File: src/hdl/hed_pkg.sv
// Types, codes and constant tables of the HTML entity decoder.
// No dependencies; used by hed_core, html_entity_decoder and hed_checker.
package hed_pkg;

  localparam int MAX_RESULTS = 5;
  localparam int RES_CNT_W   = 3;
  localparam int FIFO_DEPTH  = 16;
  localparam int NAME_COUNT  = 13;
  localparam int NAME_MAX    = 5;
  localparam int NAME_BYTES_MAX = 3;

  localparam logic [20:0] CODE_LIMIT = 21'h10FFFF;
  localparam logic [20:0] SURR_LO    = 21'h00D800;
  localparam logic [20:0] SURR_HI    = 21'h00DFFF;

  localparam logic [7:0] UTF8_LEAD2 = 8'hC0;
  localparam logic [7:0] UTF8_LEAD3 = 8'hE0;
  localparam logic [7:0] UTF8_LEAD4 = 8'hF0;
  localparam logic [7:0] UTF8_CONT  = 8'h80;

  localparam logic [7:0] CH_NUL   = 8'h00;
  localparam logic [7:0] CH_TAB   = 8'h09;
  localparam logic [7:0] CH_LF    = 8'h0A;
  localparam logic [7:0] CH_FF    = 8'h0C;
  localparam logic [7:0] CH_CR    = 8'h0D;
  localparam logic [7:0] CH_SPACE = 8'h20;
  localparam logic [7:0] CH_HASH  = 8'h23;
  localparam logic [7:0] CH_AMP   = 8'h26;
  localparam logic [7:0] CH_SEMI  = 8'h3B;
  localparam logic [7:0] CH_0     = 8'h30;
  localparam logic [7:0] CH_9     = 8'h39;
  localparam logic [7:0] CH_UA    = 8'h41;
  localparam logic [7:0] CH_UF    = 8'h46;
  localparam logic [7:0] CH_UX    = 8'h58;
  localparam logic [7:0] CH_LA    = 8'h61;
  localparam logic [7:0] CH_LF_LO = 8'h66;
  localparam logic [7:0] CH_LX    = 8'h78;
  localparam logic [7:0] CH_DEL   = 8'h7F;

  typedef enum logic [1:0] {
    PH_TEXT    = 2'd0,
    PH_ENTITY  = 2'd1,
    PH_DISCARD = 2'd2
  } hed_phase_e;

  typedef enum logic [2:0] {
    ERR_NONE         = 3'd0,
    ERR_UNTERMINATED = 3'd1,
    ERR_NUM_SYNTAX   = 3'd2,
    ERR_CODE_POINT   = 3'd3,
    ERR_UNKNOWN_NAME = 3'd4,
    ERR_CONTROL      = 3'd5
  } hed_err_e;

  typedef struct packed {
    logic [7:0] out_byte;
    logic       byte_valid;
    logic       end_of_string;
    hed_err_e   error_code;
  } hed_res_t;

  // All results caused by one input byte, in stream order from index 0.
  typedef struct packed {
    logic [RES_CNT_W-1:0]            count;
    hed_res_t [MAX_RESULTS-1:0]      res;
  } hed_batch_t;

  // Named entities, matched with case.
  localparam logic [7:0] NAME_CHR [NAME_COUNT][NAME_MAX] = '{
    '{"a", "m", "p", CH_NUL, CH_NUL},
    '{"l", "t", CH_NUL, CH_NUL, CH_NUL},
    '{"g", "t", CH_NUL, CH_NUL, CH_NUL},
    '{"q", "u", "o", "t", CH_NUL},
    '{"a", "p", "o", "s", CH_NUL},
    '{"n", "b", "s", "p", CH_NUL},
    '{"r", "e", "g", CH_NUL, CH_NUL},
    '{"t", "r", "a", "d", "e"},
    '{"c", "o", "p", "y", CH_NUL},
    '{"n", "d", "a", "s", "h"},
    '{"m", "d", "a", "s", "h"},
    '{"t", "i", "m", "e", "s"},
    '{"m", "i", "c", "r", "o"}
  };

  localparam logic [2:0] NAME_LEN [NAME_COUNT] = '{
    3'd3, 3'd2, 3'd2, 3'd4, 3'd4, 3'd4, 3'd3, 3'd5, 3'd4, 3'd5, 3'd5, 3'd5, 3'd5
  };

  // UTF-8 bytes of each named entity; nbsp decodes to a plain space.
  localparam logic [7:0] NAME_BYTES [NAME_COUNT][NAME_BYTES_MAX] = '{
    '{8'h26, 8'h00, 8'h00},
    '{8'h3C, 8'h00, 8'h00},
    '{8'h3E, 8'h00, 8'h00},
    '{8'h22, 8'h00, 8'h00},
    '{8'h27, 8'h00, 8'h00},
    '{8'h20, 8'h00, 8'h00},
    '{8'hC2, 8'hAE, 8'h00},
    '{8'hE2, 8'h84, 8'hA2},
    '{8'hC2, 8'hA9, 8'h00},
    '{8'hE2, 8'h80, 8'h93},
    '{8'hE2, 8'h80, 8'h94},
    '{8'hC3, 8'h97, 8'h00},
    '{8'hC2, 8'hB5, 8'h00}
  };

  localparam logic [2:0] NAME_NBYTES [NAME_COUNT] = '{
    3'd1, 3'd1, 3'd1, 3'd1, 3'd1, 3'd1, 3'd2, 3'd3, 3'd2, 3'd3, 3'd3, 3'd2, 3'd2
  };

  function automatic logic is_space(input logic [7:0] c);
    return (c == CH_SPACE) || (c == CH_TAB) || (c == CH_LF) || (c == CH_CR) ||
           (c == CH_FF);
  endfunction

  function automatic logic is_ctrl(input logic [7:0] c);
    return (c < CH_SPACE) || (c == CH_DEL);
  endfunction

endpackage

File: src/hdl/hed_core.sv
// Decode stage of the HTML entity decoder: entity key capture, numeric and
// named entity resolution, whitespace normalization and error handling.
// Depends on hed_pkg.
module hed_core #(
  parameter int MAX_ENTITY_SPAN = 16
) (
  input  logic               clk_i,
  input  logic               rst_ni,
  input  logic               in_valid_i,
  input  logic [7:0]         in_byte_i,
  input  logic               in_last_i,
  output hed_pkg::hed_batch_t batch_o
);
  import hed_pkg::*;

  localparam int KEY_DEPTH = MAX_ENTITY_SPAN - 1;
  localparam int KL_W      = $clog2(MAX_ENTITY_SPAN);
  localparam int IDX_W     = $clog2(KEY_DEPTH);

  hed_phase_e       phase_q, phase_d;
  logic [KL_W-1:0]  key_length_q, key_length_d;
  logic             pending_space_q, pending_space_d;
  logic             emitted_any_q, emitted_any_d;
  logic [7:0]       key_store_q [KEY_DEPTH];

  // Numeric entity accumulated one key byte at a time.
  logic             num_mode_q, num_mode_d;
  logic             num_hex_q, num_hex_d;
  logic             num_digit_q, num_digit_d;
  logic             num_bad_q, num_bad_d;
  logic             code_overflow_q, code_overflow_d;
  logic [20:0]      code_value_q, code_value_d;

  logic             digit_ok;
  logic [3:0]       digit_val;
  logic [24:0]      acc;

  logic [7:0]       key_view [NAME_MAX];
  logic [NAME_COUNT-1:0] name_hit;
  logic [3:0][7:0]  name_dec;
  logic [2:0]       name_n;

  hed_err_e         num_err;
  logic [3:0][7:0]  utf_dec;
  logic [2:0]       utf_n;

  hed_err_e         fin_err;
  logic [3:0][7:0]  fin_dec;
  logic [2:0]       fin_n;

  hed_err_e         step_err;
  logic             do_emit, emit_space, emit_bytes;
  logic [3:0][7:0]  dec;
  logic [2:0]       dec_n;
  logic             key_we, key_full, open_amp, close_semi, ent_open, active;

  function automatic hed_res_t byte_res(input logic [7:0] b);
    hed_res_t r;
    r.out_byte      = b;
    r.byte_valid    = 1'b1;
    r.end_of_string = 1'b0;
    r.error_code    = ERR_NONE;
    return r;
  endfunction

  // Fixed-position view of the first key bytes for name matching.
  for (genvar j = 0; j < NAME_MAX; j++) begin : g_view
    if (j < KEY_DEPTH) begin : g_key
      assign key_view[j] = key_store_q[j];
    end else begin : g_pad
      assign key_view[j] = CH_NUL;
    end
  end

  always_comb begin
    name_hit = '0;
    name_dec = '0;
    name_n   = '0;
    for (int k = 0; k < NAME_COUNT; k++) begin
      name_hit[k] = (8'(key_length_q) == 8'(NAME_LEN[k]));
      for (int j = 0; j < NAME_MAX; j++) begin
        if ((3'(j) < NAME_LEN[k]) && (key_view[j] != NAME_CHR[k][j])) begin
          name_hit[k] = 1'b0;
        end
      end
    end
    for (int k = 0; k < NAME_COUNT; k++) begin
      if (name_hit[k]) begin
        name_n = name_n | NAME_NBYTES[k];
        for (int j = 0; j < NAME_BYTES_MAX; j++) begin
          name_dec[j] = name_dec[j] | NAME_BYTES[k][j];
        end
      end
    end
  end

  // Code point checks and UTF-8 encoding of the accumulated value.
  always_comb begin
    if (!num_digit_q || num_bad_q) begin
      num_err = ERR_NUM_SYNTAX;
    end else if (code_overflow_q || (code_value_q == '0) ||
                 ((code_value_q >= SURR_LO) && (code_value_q <= SURR_HI))) begin
      num_err = ERR_CODE_POINT;
    end else begin
      num_err = ERR_NONE;
    end

    utf_dec = '0;
    if (code_value_q < 21'h80) begin
      utf_n      = 3'd1;
      utf_dec[0] = code_value_q[7:0];
    end else if (code_value_q < 21'h800) begin
      utf_n      = 3'd2;
      utf_dec[0] = UTF8_LEAD2 | {3'b000, code_value_q[10:6]};
      utf_dec[1] = UTF8_CONT | {2'b00, code_value_q[5:0]};
    end else if (code_value_q < 21'h10000) begin
      utf_n      = 3'd3;
      utf_dec[0] = UTF8_LEAD3 | {4'b0000, code_value_q[15:12]};
      utf_dec[1] = UTF8_CONT | {2'b00, code_value_q[11:6]};
      utf_dec[2] = UTF8_CONT | {2'b00, code_value_q[5:0]};
    end else begin
      utf_n      = 3'd4;
      utf_dec[0] = UTF8_LEAD4 | {5'b00000, code_value_q[20:18]};
      utf_dec[1] = UTF8_CONT | {2'b00, code_value_q[17:12]};
      utf_dec[2] = UTF8_CONT | {2'b00, code_value_q[11:6]};
      utf_dec[3] = UTF8_CONT | {2'b00, code_value_q[5:0]};
    end
  end

  always_comb begin
    if ((key_length_q != '0) && num_mode_q) begin
      fin_err = num_err;
      fin_dec = utf_dec;
      fin_n   = utf_n;
    end else begin
      fin_err = (name_hit == '0) ? ERR_UNKNOWN_NAME : ERR_NONE;
      fin_dec = name_dec;
      fin_n   = name_n;
    end
  end

  // What the current byte does; shared by next state and results.
  always_comb begin
    step_err   = ERR_NONE;
    do_emit    = 1'b0;
    dec        = '0;
    dec_n      = '0;
    key_we     = 1'b0;
    open_amp   = 1'b0;
    close_semi = 1'b0;
    key_full   = (key_length_q >= KL_W'(KEY_DEPTH));
    if (in_valid_i) begin
      case (phase_q)
        PH_TEXT: begin
          if (in_byte_i == CH_AMP) begin
            open_amp = 1'b1;
          end else begin
            do_emit = 1'b1;
            dec[0]  = in_byte_i;
            dec_n   = 3'd1;
          end
        end
        PH_ENTITY: begin
          if (in_byte_i == CH_SEMI) begin
            close_semi = 1'b1;
            if (fin_err != ERR_NONE) begin
              step_err = fin_err;
            end else begin
              do_emit = 1'b1;
              dec     = fin_dec;
              dec_n   = fin_n;
            end
          end else if (key_full) begin
            step_err = ERR_UNTERMINATED;
          end else begin
            key_we = 1'b1;
          end
        end
        default: ;
      endcase
    end
    // Multi-byte sequences never start with a space or a control byte.
    emit_space = do_emit && (dec_n == 3'd1) && is_space(dec[0]);
    if (do_emit && !emit_space && is_ctrl(dec[0])) begin
      step_err = ERR_CONTROL;
    end
    ent_open = open_amp || (in_valid_i && (phase_q == PH_ENTITY) && !close_semi);
    if ((step_err == ERR_NONE) && in_last_i && ent_open) begin
      step_err = ERR_UNTERMINATED;
    end
    active     = in_valid_i && ((phase_q == PH_TEXT) || (phase_q == PH_ENTITY));
    emit_bytes = do_emit && !emit_space && (step_err == ERR_NONE);
  end

  // Next state.
  always_comb begin
    phase_d         = phase_q;
    key_length_d    = key_length_q;
    pending_space_d = pending_space_q;
    emitted_any_d   = emitted_any_q;
    if (active) begin
      if (open_amp) begin
        phase_d      = PH_ENTITY;
        key_length_d = '0;
      end
      if (close_semi) begin
        phase_d = PH_TEXT;
      end
      if (key_we) begin
        key_length_d = key_length_q + KL_W'(1);
      end
      if (emit_space) begin
        pending_space_d = pending_space_q | emitted_any_q;
      end
      if (emit_bytes) begin
        emitted_any_d   = 1'b1;
        pending_space_d = 1'b0;
      end
      if (step_err != ERR_NONE) begin
        phase_d = PH_DISCARD;
      end
    end
    if (in_valid_i && in_last_i) begin
      phase_d         = PH_TEXT;
      key_length_d    = '0;
      pending_space_d = 1'b0;
      emitted_any_d   = 1'b0;
    end
  end

  // Numeric key tracking, advanced as each key byte is stored.
  always_comb begin
    num_mode_d      = num_mode_q;
    num_hex_d       = num_hex_q;
    num_digit_d     = num_digit_q;
    num_bad_d       = num_bad_q;
    code_overflow_d = code_overflow_q;
    code_value_d    = code_value_q;
    digit_ok        = 1'b0;
    digit_val       = '0;
    if (in_byte_i inside {[CH_0:CH_9]}) begin
      digit_ok  = 1'b1;
      digit_val = in_byte_i[3:0];
    end else if (num_hex_q && (in_byte_i inside {[CH_LA:CH_LF_LO], [CH_UA:CH_UF]})) begin
      digit_ok  = 1'b1;
      digit_val = in_byte_i[3:0] + 4'd9;
    end
    if (num_hex_q) begin
      acc = {code_value_q, 4'h0} + {21'd0, digit_val};
    end else begin
      acc = {1'b0, code_value_q, 3'b000} + {3'b000, code_value_q, 1'b0} +
            {21'd0, digit_val};
    end
    if (key_we) begin
      if (key_length_q == '0) begin
        num_mode_d      = (in_byte_i == CH_HASH);
        num_hex_d       = 1'b0;
        num_digit_d     = 1'b0;
        num_bad_d       = 1'b0;
        code_overflow_d = 1'b0;
        code_value_d    = '0;
      end else if (num_mode_q) begin
        if ((key_length_q == KL_W'(1)) && ((in_byte_i == CH_LX) || (in_byte_i == CH_UX))) begin
          num_hex_d = 1'b1;
        end else if (!digit_ok) begin
          num_bad_d = 1'b1;
        end else begin
          num_digit_d = 1'b1;
          // Once past the limit the value is dead; the entity fails anyway.
          if (!code_overflow_q) begin
            if (acc > {4'd0, CODE_LIMIT}) begin
              code_overflow_d = 1'b1;
            end else begin
              code_value_d = acc[20:0];
            end
          end
        end
      end
    end
  end

  // Results of the current byte.
  always_comb begin
    batch_o = '0;
    if (active) begin
      if (step_err != ERR_NONE) begin
        batch_o.count                  = RES_CNT_W'(1);
        batch_o.res[0].end_of_string   = 1'b1;
        batch_o.res[0].error_code      = step_err;
      end else begin
        if (emit_bytes) begin
          if (pending_space_q) begin
            batch_o.res[0] = byte_res(CH_SPACE);
            for (int i = 0; i < 4; i++) begin
              if (3'(i) < dec_n) begin
                batch_o.res[i + 1] = byte_res(dec[i]);
              end
            end
            batch_o.count = dec_n + 3'd1;
          end else begin
            for (int i = 0; i < 4; i++) begin
              if (3'(i) < dec_n) begin
                batch_o.res[i] = byte_res(dec[i]);
              end
            end
            batch_o.count = dec_n;
          end
        end
        if (in_last_i) begin
          if (batch_o.count == '0) begin
            batch_o.count                = RES_CNT_W'(1);
            batch_o.res[0].end_of_string = 1'b1;
          end else begin
            batch_o.res[batch_o.count - RES_CNT_W'(1)].end_of_string = 1'b1;
          end
        end
      end
    end
  end

  always_ff @(posedge clk_i or negedge rst_ni) begin
    if (!rst_ni) begin
      phase_q         <= PH_TEXT;
      key_length_q    <= '0;
      pending_space_q <= 1'b0;
      emitted_any_q   <= 1'b0;
      num_mode_q      <= 1'b0;
      num_hex_q       <= 1'b0;
      num_digit_q     <= 1'b0;
      num_bad_q       <= 1'b0;
      code_overflow_q <= 1'b0;
      code_value_q    <= '0;
    end else begin
      phase_q         <= phase_d;
      key_length_q    <= key_length_d;
      pending_space_q <= pending_space_d;
      emitted_any_q   <= emitted_any_d;
      num_mode_q      <= num_mode_d;
      num_hex_q       <= num_hex_d;
      num_digit_q     <= num_digit_d;
      num_bad_q       <= num_bad_d;
      code_overflow_q <= code_overflow_d;
      code_value_q    <= code_value_d;
    end
  end

  // Key bytes are only read below the current key length.
  always_ff @(posedge clk_i) begin
    if (key_we) begin
      key_store_q[key_length_q[IDX_W-1:0]] <= in_byte_i;
    end
  end

endmodule

File: src/hdl/html_entity_decoder.sv
// Top level of the HTML entity decoder: input register, decode stage and
// result queue. Depends on hed_pkg and hed_core.
//
// Channel   Side    Payload
// s_axis    input   tdata[7:0] text byte; tlast marks the string's last byte
// m_axis    output  tdata[7:0] byte, tdata[10:8] error code; tuser byte
//                   present; tlast end of string or error
//
// An accepted byte is decoded in the cycle after its transfer, and its
// results (zero to five) are offered from the cycle after that, one per cycle
// while the sink is ready. Input is taken every cycle while the result queue
// holds at most six results, so the sustained input rate is bounded by the
// output drain of one result per cycle. Reset clears control state and the
// queue; key bytes are not cleared. A stalled output holds off input once the
// queue holds more than six results.
module html_entity_decoder #(
  parameter int MAX_ENTITY_SPAN = 16
) (
  input  logic        clk_i,
  input  logic        rst_ni,
  input  logic        s_axis_tvalid_i,
  output logic        s_axis_tready_o,
  input  logic [7:0]  s_axis_tdata_i,   // [7:0] in_byte
  input  logic        s_axis_tlast_i,
  output logic        m_axis_tvalid_o,
  input  logic        m_axis_tready_i,
  output logic [15:0] m_axis_tdata_o,   // [7:0] out_byte, [10:8] error_code, zero above
  output logic        m_axis_tlast_o,
  output logic        m_axis_tuser_o    // [0] byte_valid
);
  import hed_pkg::*;

  localparam int PTR_W       = $clog2(FIFO_DEPTH);
  localparam int CNT_W       = PTR_W + 1;
  // Room for the byte in the input register and the one being accepted.
  localparam int READY_LIMIT = FIFO_DEPTH - 2 * MAX_RESULTS;

  logic             in_valid_q, in_valid_d;
  logic [7:0]       in_byte_q;
  logic             in_last_q;
  logic             in_xfer, out_xfer;
  hed_batch_t       batch;

  hed_res_t         fifo_mem [FIFO_DEPTH];
  logic [PTR_W-1:0] wr_ptr_q, wr_ptr_d;
  logic [PTR_W-1:0] rd_ptr_q, rd_ptr_d;
  logic [CNT_W-1:0] count_q, count_d;
  hed_res_t         head;

  assign s_axis_tready_o = (count_q <= CNT_W'(READY_LIMIT));
  assign in_xfer         = s_axis_tvalid_i && s_axis_tready_o;
  assign in_valid_d      = in_xfer;

  always_ff @(posedge clk_i or negedge rst_ni) begin
    if (!rst_ni) begin
      in_valid_q <= 1'b0;
    end else begin
      in_valid_q <= in_valid_d;
    end
  end

  always_ff @(posedge clk_i) begin
    if (in_xfer) begin
      in_byte_q <= s_axis_tdata_i;
      in_last_q <= s_axis_tlast_i;
    end
  end

  hed_core #(
    .MAX_ENTITY_SPAN(MAX_ENTITY_SPAN)
  ) u_core (
    .clk_i     (clk_i),
    .rst_ni    (rst_ni),
    .in_valid_i(in_valid_q),
    .in_byte_i (in_byte_q),
    .in_last_i (in_last_q),
    .batch_o   (batch)
  );

  // Result queue: the whole batch of a byte is written at once.
  assign head            = fifo_mem[rd_ptr_q];
  assign m_axis_tvalid_o = (count_q != '0);
  assign m_axis_tdata_o  = {5'd0, head.error_code, head.out_byte};
  assign m_axis_tlast_o  = head.end_of_string;
  assign m_axis_tuser_o  = head.byte_valid;
  assign out_xfer        = m_axis_tvalid_o && m_axis_tready_i;

  always_comb begin
    wr_ptr_d = wr_ptr_q + PTR_W'(batch.count);
    rd_ptr_d = rd_ptr_q + PTR_W'(out_xfer);
    count_d  = count_q + CNT_W'(batch.count) - CNT_W'(out_xfer);
  end

  always_ff @(posedge clk_i or negedge rst_ni) begin
    if (!rst_ni) begin
      wr_ptr_q <= '0;
      rd_ptr_q <= '0;
      count_q  <= '0;
    end else begin
      wr_ptr_q <= wr_ptr_d;
      rd_ptr_q <= rd_ptr_d;
      count_q  <= count_d;
    end
  end

  always_ff @(posedge clk_i) begin
    for (int i = 0; i < MAX_RESULTS; i++) begin
      if (RES_CNT_W'(i) < batch.count) begin
        fifo_mem[wr_ptr_q + PTR_W'(i)] <= batch.res[i];
      end
    end
  end

endmodule

File: config.mk
export PLATFORM = sky130hd
export DESIGN_NAME = html_entity_decoder
export DESIGN_NICKNAME = d
export VERILOG_FILES = /design/src/hdl/hed_pkg.sv /design/src/hdl/hed_core.sv /design/src/hdl/html_entity_decoder.sv
export SDC_FILE = /design/constraint.sdc
export NUM_CORES = 1
export LEC_CHECK = 0
export BUFFER_PORTS_ARGS = -buffer_cell sky130_fd_sc_hd__buf_2
export CORE_MARGIN = 1
export CORE_UTILIZATION = 50
export CTS_BUF_LIST = sky130_fd_sc_hd__clkbuf_4 sky130_fd_sc_hd__clkbuf_8
export DETAILED_ROUTE_END_ITERATION = 16
export PLACE_DENSITY = 0.62
export SYNTH_ARGS = -nofsm -noshare
export SYNTH_HDL_FRONTEND = slang
export SYNTH_SLANG_ARGS = --single-unit
File: constraint.sdc
create_clock -name clk_i -period 7.1 [get_ports clk_i]
set_input_delay 0.355 -clock clk_i [delete_from_list [all_inputs] [get_ports clk_i]]
set_output_delay 0.355 -clock clk_i [all_outputs]
set_load 0.05 [all_outputs]
* Word-level counts from Yosys, hierarchy flattened
Memory sizes are Yosys's and may differ from the RTL's.
Index checks and enable logic that the tools add are counted.
** Cells by class
- Add/subtract/negate cells :: 15
- $lt $le $gt $ge :: 26
- Equal/unequal tests :: 59
- Mux-type cells :: 201
- Bitwise gates (word level) :: 1
- Reductions and logical operators :: 64
** Operators with widths (number)
- $mux 68 :: 5
- $ne 8x7->1 const B :: 37
- $mux 32 :: 4
- $mux 21 :: 6
- $mux 61 :: 2
- $mux 24 :: 5
- $mux 1 :: 110
- $mux 16 :: 6
- $bwmux 65 :: 1
- $mux 13 :: 5
- $mux 3 :: 19
- $mux 52 :: 1
- $add 25x4->25 :: 2
- $demux 13 s3 :: 1
- $mux 6 :: 6
- $eq 8x4->1 const B :: 4
- $eq 8x6->1 const B :: 4
- $mux 4 :: 8
- $mux 2 :: 14
- $add 24x22->25 :: 1
- $gt 25x21->1 const B :: 1
- $mux 25 :: 1
- $eq 8x7->1 const B :: 3
- $mux 8 :: 3
- other kinds (55) :: 117
** Word-level totals
- Register bits after elaboration :: 57
- Memory bits (writable) :: 328
- Bits of input ports :: 13
- Output and inout bits :: 20
- Logic and storage cells :: 384
- Memories :: 2
** Memory list
- fifo_mem :: words 16, width 13, rd ports 1, clocked after Yosys merged registers in 0, write ports 5, line html_entity_decoder.sv:44 : hed_res_t fifo_mem [FIFO_DEPTH];
- u_core.key_store_q :: words 15, width 8, rd ports 5, clocked after Yosys merged registers in 0, write ports 1, line hed_core.sv:24 : logic [7:0] key_store_q [KEY_DEPTH];

* Longest topological paths before layout
Gate-level depths: netlist (run 1).
An unclocked memory read counts as a cell.
- Word-level depth :: 55
- Depth in mapped cells :: 29
- Gate-level depth less buffers :: 25

* By module
A second synthesis (run 1) with hierarchy kept.
** Second synthesis, totals
- Cells, all modules :: 2574
- Area total of the unflattened synthesis :: 24623.6 um^2
** Modules (own cells, without submodules)
- html_entity_decoder :: instances 1, cells each 1750, area an instance 17624.4 um^2, sequential area each 6866.6 um^2
- hed_core :: instances 1, cells each 824, area an instance 6999.2 um^2, sequential area each 2052.0 um^2

* Least setup slack after synthesis (run 1)
No wires, ideal clock.
- Kind :: reg2reg
- From :: register u_core.key_length_q[0]
- To :: memory fifo_mem[15][0] in the netlist's numbering, enable pin
- Library setup time :: 369 ps
- Arrival time :: 5700 ps
- Data required time :: 6731 ps
- Setup slack :: 1031 ps
- Cell stages (with the launch flop) :: 26
- Buffers on the path :: 7
- Period minus slack after synthesis :: 6069 ps
- Path through :: dfrtp_1 > inv_1 > ha_1 > or3b_1 > buf_2 > and2_4 > buf_6 > or3_4 > or4_4 > o211ai_1 > nor4b_2 > a21o_1 > clkbuf_1 > buf_2 > nor2_1 > nand2_1 > ha_1 > nand2_1 > a21o_1 > clkbuf_1 > nand3_2 > or4_1 > clkbuf_1 > buf_2 > nand3_1 > nand3b_1
** RTL lines
- start: declaration :: line hed_core.sv:21 : logic [KL_W-1:0] key_length_q, key_length_d;
- start signal: assignment :: line hed_core.sv:335 : key_length_q <= key_length_d;
- end: declaration :: line html_entity_decoder.sv:44

* Worst setup path in the final report (run 1)
- From :: register in_byte_q[0]
- To :: register u_core.code_value_q[18]
** Between the ends
- Longest elaborated chain between the ends :: 14
- Elaborated cells on any way between the ends :: 38
- Those cells by class :: add/sub (3); order compare (7); eq/ne (5); mux (14); reduce/logical (9)
** Ends and longest elaborated chain
- start: declaration :: line html_entity_decoder.sv:39 : logic [7:0] in_byte_q;
- start signal: assignment :: line html_entity_decoder.sv:64 : in_byte_q <= s_axis_tdata_i;
- parallel branches: the longest is 14 deep, another holds $add 25x4->25
- end signal: assignment :: line hed_core.sv:343 : code_value_q <= code_value_d;
- end: declaration :: line hed_core.sv:32 : logic [20:0] code_value_q, code_value_d;
Several ways; the timed one is not identified. The select of a mux whose other input is x is not followed.
A chain may end at the register's enable or synchronous reset.

==> results of run 1 <==
## layout by cell type (no fill, tap or decap), types with 27 or more instances in the layout
cell type  instances
inv_1             39
nor3_1            57
o221ai_1         102
dfrtp_1           46
a31oi_1           28
buf_2             27
o22ai_1           29
edfxtp_1         257
xnor2_1           34
nor2_1           144
a21oi_1           78
o21ai_0           95
o211ai_1          35
buf_4            122
nand2_1          224
nand3_1          233
ha_1              68
a211oi_1          27
and3_1            52
nand4_1           32
clkbuf_8          56
mux2i_1           95
mux4_2            65
## logic make-up after synthesis
group	share of synthesized area, %
simple gates	21.3
compound gates	16.8
flops	39.3
buf+inv	4.69
mux	11.8
fa+ha+maj	4.10
xor+xnor	1.93
other cells	0.0165
## state kept, by name, summed over array words and instances (netlist names)
name                    flops
rd_ptr_q                    4
u_core.key_length_q         4
count_q                     5
in_valid_q                  1
u_core.num_bad_q            1
u_core.num_mode_q           1
u_core.code_overflow_q      1
fifo_mem                  208
u_core.key_store_q         40
u_core.num_hex_q            1
in_last_q                   1
u_core.pending_space_q      1
u_core.code_value_q        21
u_core.emitted_any_q        1
wr_ptr_q                    4
u_core.num_digit_q          1
in_byte_q                   8
u_core.phase_q              2
## worst max-delay path: stages, from the launching register on
cell and delay (ns):
edfxtp_1 0.51, inv_1 0.20, ha_1 0.25, a21oi_1 0.14, a32oi_1 0.11, and4_1 0.28, a21o_1 0.20, a22o_1 0.26
ha_1 0.28, ha_1 0.22, inv_1 0.07, fa_1 0.24, nor2b_1 0.07, o21a_1 0.18, o21ai_0 0.34, a211oi_1 0.19
o31ai_1 0.44, a41oi_1 0.26, a31o_2 0.32, xor2_1 0.14, o32a_1 0.35, a211oi_1 0.29, nand2b_1 0.11, or2_2 0.54
nand2b_1 0.30, o21ai_0 0.21
## power breakdown
part | total [mW] | switching (mW) | leakage (nW) | internal (mW)
Sequential | 2.27 | 0.212 | 3.13 | 2.06
Clock | 1.79 | 0.797 | 0.615 | 0.992
Combinational | 2.15 | 1.39 | 5.87 | 0.763
Total | 6.21 | 2.40 | 9.61 | 3.81
## per-layer routing
metal	track usage, %	vias up	wire [um]
met3	15.2	285	14800
met4	16.3	4	4080
met1	58.5	10600	38400
li1	-	9151	-
met5	0.938	-	74
met2	56.0	1731	38100
## metrics by stage
step                      std cells  instance area [um^2]
after floorplan                2347                 22700
after global placement         2869                 23700
after detailed placement       2869                 23700
after CTS                      2978                 24900
after global routing           2982                 24900
final                          2983                 24900
## cell type report
cell class | count | area, um^2
Clock buffer | 77 | 928
Inverter | 40 | 150
Multi-Input combinational cell | 1787 | 12800
Fill cell | 3981 | 19600
Tap cell | 592 | 741
Clock inverter | 22 | 218
Sequential cell | 305 | 8920
Timing Repair Buffer | 159 | 1150
Antenna cell | 1 | 2.50
## what timing repair did
action	CTS	global route
endpoints found under the hold margin	57	0
buffers inserted	0	4
gates resized for setup	0	1
hold buffers	10	0
setup endpoints to repair	0	20
## final timing paths
check,from,end,slack (ns),depth (start not counted)
min in group asynchronous,rst_ni,wr_ptr_q[3],0.33,3
max in group asynchronous,rst_ni,rd_ptr_q[0],6.23,3
max reg2reg,in_byte_q[0],u_core.code_value_q[18],0.50,25
min,m_axis_tready_i,rd_ptr_q[0],0.25,3
min reg2reg,u_core.num_bad_q,u_core.num_bad_q,0.50,2
max,in_byte_q[0],u_core.code_value_q[18],0.50,25
==> results.toml, run 1 <==
[outcome]
run_status = "finished, final reports clean"

[cts]
cts_tree = "done"
cts_sinks = 305
cts_buffers = 54
cts_max_level = 2
clk_pin_slew_ns = 0.06
clk_latency_ns = 0.69
root_buffer = "clkbuf_8"
clockBufferDepth = 3

[die]
start_util_pct = 51.0
die_w_um = 215
std_cell_rows = 77
pin_count = 33
fp.dieH_um = 215
die_area_um2 = 46200
core_region_area_um2 = 44500

[drt]
drt_iter0_drc = 3581
routed-via-count = 21800
final_antenna_net_count = 0
drc = 0
wl_um = 95500
viasPerCell = 7.30
firstDrtPassIters = 7
wl_per_cell_um = 32.0

[timing]
fin_ws_ns = 0.496
timing.hold.ws_ns = 0.248
rsz0062_at_grt = "no"
post-route-period-util_pct = 93.0
hold_viol = 0
fmax_mhz = 151
setup_viol = 0
slew_headroom_pct = 8.89
period_minus_slack_ns = 6.60
worst_pin_slew_ns = 1.37
skew_ns = 0.0344
tns_ns = 0
finalMaxSlewViolations = 0

[cells_and_area]
drive_above_1_share_pct = 16.6
fin_nets = 2432
fin_util_pct = 56.0
syn_to_final_growth_pct = 9.98

[critical_path]
cp_max_fo = 36
cp.required_ns = 7.68
crit_path_end_kind = "register"
cp.arrival_ns = 7.19
cp-start-kind = "register"
crit_type = "reg -> reg"

[power_and_ir_drop]
power_mw = 6.21
leakage_nw = 9.61
p_per_area_nw_per_um2 = 249
peakVddDrop_mv = 0.215

[yosys]
synth.distinct_cells = 95
synth_top_area_share_pct = 34.0
yosys.cell_count.top_type = "edfxtp_1"
synth_edf_count = 257
syn_inst = 2343
synthesis.area_um2 = 22700
synth_area_leaders = "edfxtp_1 (34%), mux4_2 (6.5%), dfrtp_1 (5.3%)"
synth_flop_cell = "edfxtp_1"
avgSynthCellArea_um2 = 9.68
synth_warnings = 0
async_flop_share_pct = 15.7
ys_top_cells_by_count = "edfxtp_1 (257), nand3_1 (233), nand2_1 (224), clkbuf_1 (156), nor2_1 (144)"
yosysSeqAreaShare_pct = 39.3
yosys_register_bits = 305
yosysTopAreaCell = "edfxtp_1"

[place]
port_buffers = 27
hpwl_um = 65900
gp_congestion = 1.05
dpl_worst_slack_ns = 0.357

[run]
max_cap_violations = 0

[global_route]
grt_first_pass_wirelength_um = 140000
overflow = 0
grt_pass1_vias = 20400
antenna_found_initial = 2
grt_max_degree = 49
gr-usage-all-layers_pct = 41.1

[min_path]
hold_class = "in -> reg"
Note: power is estimated with default switching activity, not from simulation.
==> run 2, diff against run 1 <==
--- a/config.mk
+++ b/config.mk
@@ -10,6 +10,7 @@
 export CORE_UTILIZATION = 50
 export CTS_BUF_LIST = sky130_fd_sc_hd__clkbuf_4 sky130_fd_sc_hd__clkbuf_8
 export DETAILED_ROUTE_END_ITERATION = 16
+export GPL_TIMING_DRIVEN = 0
 export PLACE_DENSITY = 0.62
 export SYNTH_ARGS = -nofsm -noshare
 export SYNTH_HDL_FRONTEND = slang
==> run 2 against run 1 <==
Against the previous run:
- the run now ends with max-capacitance violations, max-slew violations, negative setup slack left
- sequential cell count unchanged
- routed wire length rose by 18%
- combinational power rose by 19%
- highest routed layer unchanged
==> results.toml, run 2 (synthesis results as in run 1) <==
[min_path]
hold_class = "in -> reg"
hold_depth = 3
worstHoldEndpoint = "rd_ptr_q[0]"
hp-start = "m_axis_tready_i"

[critical_path]
cp-start-kind = "register"
r2r_slack_ns = -0.05
rr_worst_depth = 24
crit_type = "reg -> reg"
cp_max_fo = 10
slowest_delay_ns = 0.71
cp.arrival_ns = 7.46
rr_endpoint = "fifo_mem[11][9]"
crit_path_end_kind = "register"
crit_chain = "inv_1 -> ha_1 -> or3b_1 -> buf_2 -> and2_4 -> buf_6 -> or3_4 -> or4_4 -> o211ai_1 -> nor4b_2 -> a21o_1 -> clkbuf_2 -> clkbuf_4 -> nor2_4 -> nand2_1 -> ha_2 -> nand2_2 -> a21o_4 -> nand3_4 -> nor4_4 -> clkbuf_2 -> nand2_1 -> o211ai_1 -> o221ai_1"
cp.required_ns = 7.41
worst_path_max_delay_cell = "nor4_4"
r2r_start = "u_core.key_length_q[0]"

[cells_and_area]
largest_reg_flops = 208
syn_to_final_growth_pct = 13.6
fin_util_pct = 57.9
drive_above_1_share_pct = 16.0
registers.top_by_ff_count = "fifo_mem"
final_common_cell = "edfxtp_1"
layout_common_cells = "edfxtp_1 (257), nand3_1 (220), nand2_1 (218)"
fin_nets = 2553

[place]
gp_congestion = 1.13
hpwl_um = 85500
dpl_worst_slack_ns = -2.04
port_buffers = 27

[drt]
final_antenna_net_count = 0
drc = 0
firstDrtPassIters = 7
wl_per_cell_um = 36.2
wl_um = 112000
drt_iter0_drc = 4726
viasPerCell = 7.60
routed-via-count = 23600

[cts]
clk_latency_ns = 0.67
clockBufferDepth = 3
root_buffer = "clkbuf_8"
cts_max_level = 2
clk_pin_slew_ns = 0.07
cts_sinks = 305
cts_buffers = 51
cts_tree = "done"

[global_route]
grt_first_pass_wirelength_um = 157000
overflow = 0
grt_pass1_vias = 21500
grt_max_degree = 49
antenna_found_initial = 10
gr-usage-all-layers_pct = 47.6

[timing]
slew_headroom_pct = -2.03
setup_viol = 11
skew_ns = 0.0268
finalMaxSlewViolations = 8
worst_pin_slew_ns = 1.53
fmax_mhz = 140
fin_ws_ns = -0.0482
rsz0062_at_grt = "yes"
period_minus_slack_ns = 7.15
timing.hold.ws_ns = 0.348
hold_viol = 0
post-route-period-util_pct = 101

[power_and_ir_drop]
peakVddDrop_mv = 0.445
leakage_nw = 9.78
power_mw = 6.53
p_per_area_nw_per_um2 = 254

[outcome]
run_status = "finished with violations"
failed_checks = "max-capacitance violations, max-slew violations, negative setup slack"

[die]
std_cell_rows = 77
fp.dieH_um = 215
start_util_pct = 51.0
die_area_um2 = 46200
die_w_um = 215
pin_count = 33
core_region_area_um2 = 44500

[run]
max_cap_violations = 1
==> run 2: cell count changes in the layout (fill, tap and decap cells not counted), moves of 7 or more <==
cell,delta
buf_4,-91
clkbuf_2,+10
buf_12,+10
o221ai_1,-7
buf_2,+24
buf_6,+7
buf_1,+15
o221ai_2,+7
nand3_1,-13
clkbuf_1,+143
nand3_4,+8
==> run 2: worst max-delay path, delay by kind of cell (launching register included) <==
family	cells	cell delay, ns
and+or+nand+nor	11	3.29
adders and majority gates	2	0.50
AOI/OAI and AO/OA	5	1.07
DFF	1	0.44
buffers and inverters	6	1.47
==> run 2: area by class of cell <==
cell class | count | area (um^2)
Clock buffer | 67 | 841
Clock inverter | 27 | 345
Buffer | 212 | 953
Inverter | 40 | 150
Timing Repair Buffer | 71 | 609
Multi-Input combinational cell | 1787 | 13200
Fill cell | 3818 | 18700
Sequential cell | 305 | 8920
Antenna cell | 2 | 5.00
Tap cell | 592 | 741
==> run 2: through the flow <==
step	cells	area, um^2	TNS [ns]
finish	3103	25800	-0.150
global route	3101	25800	-1.19
CTS	3089	25400	-1.00
detailed placement	2973	23700	-503.86
global placement	2966	23600	-461.04
floorplan	2347	22700	0
==> run 2: worst max-delay path by stage <==
stage                                   from                endpoint  slack [ns]  cells past startpoint
floorplan             u_core.key_length_q[0]         fifo_mem[15][0]        1.03                     25
global placement    u_core.key_store_q[2][4]          fifo_mem[1][8]       -1.89                     21
detailed placement  u_core.key_store_q[1][1]          fifo_mem[0][2]       -2.04                     21
CTS                   u_core.key_length_q[1]          fifo_mem[2][3]       -0.08                     23
global route                    in_byte_q[2]  u_core.code_value_q[5]       -0.07                     25
finish                u_core.key_length_q[0]         fifo_mem[11][9]       -0.05                     24
==> run 2: repair_timing <==
action                                 4_1_cts  5_1_grt
endpoints found under the hold margin       49        0
buffers inserted                            14       13
setup endpoints to repair                  380      382
gates resized for setup                     54       68
pin swaps                                    7        5
cloned                                       0        0
hold buffers                                10        0
==> run 2: per-layer routing <==
layer / GRT usage, % / wire (um) / share of wire, %
met4: 21.8 / 6800 / 6.0
met1: 63.7 / 42300 / 38
met5: 1.67 / 159 / 0.14
met2: 65.8 / 44500 / 40
met3: 20.8 / 18600 / 17
==> run 2: report_power, final <==
part	switching (mW)	internal, mW
logic	1.76	0.791
registers	0.0778	2.06
clock network	0.780	1.07
total	2.61	3.92
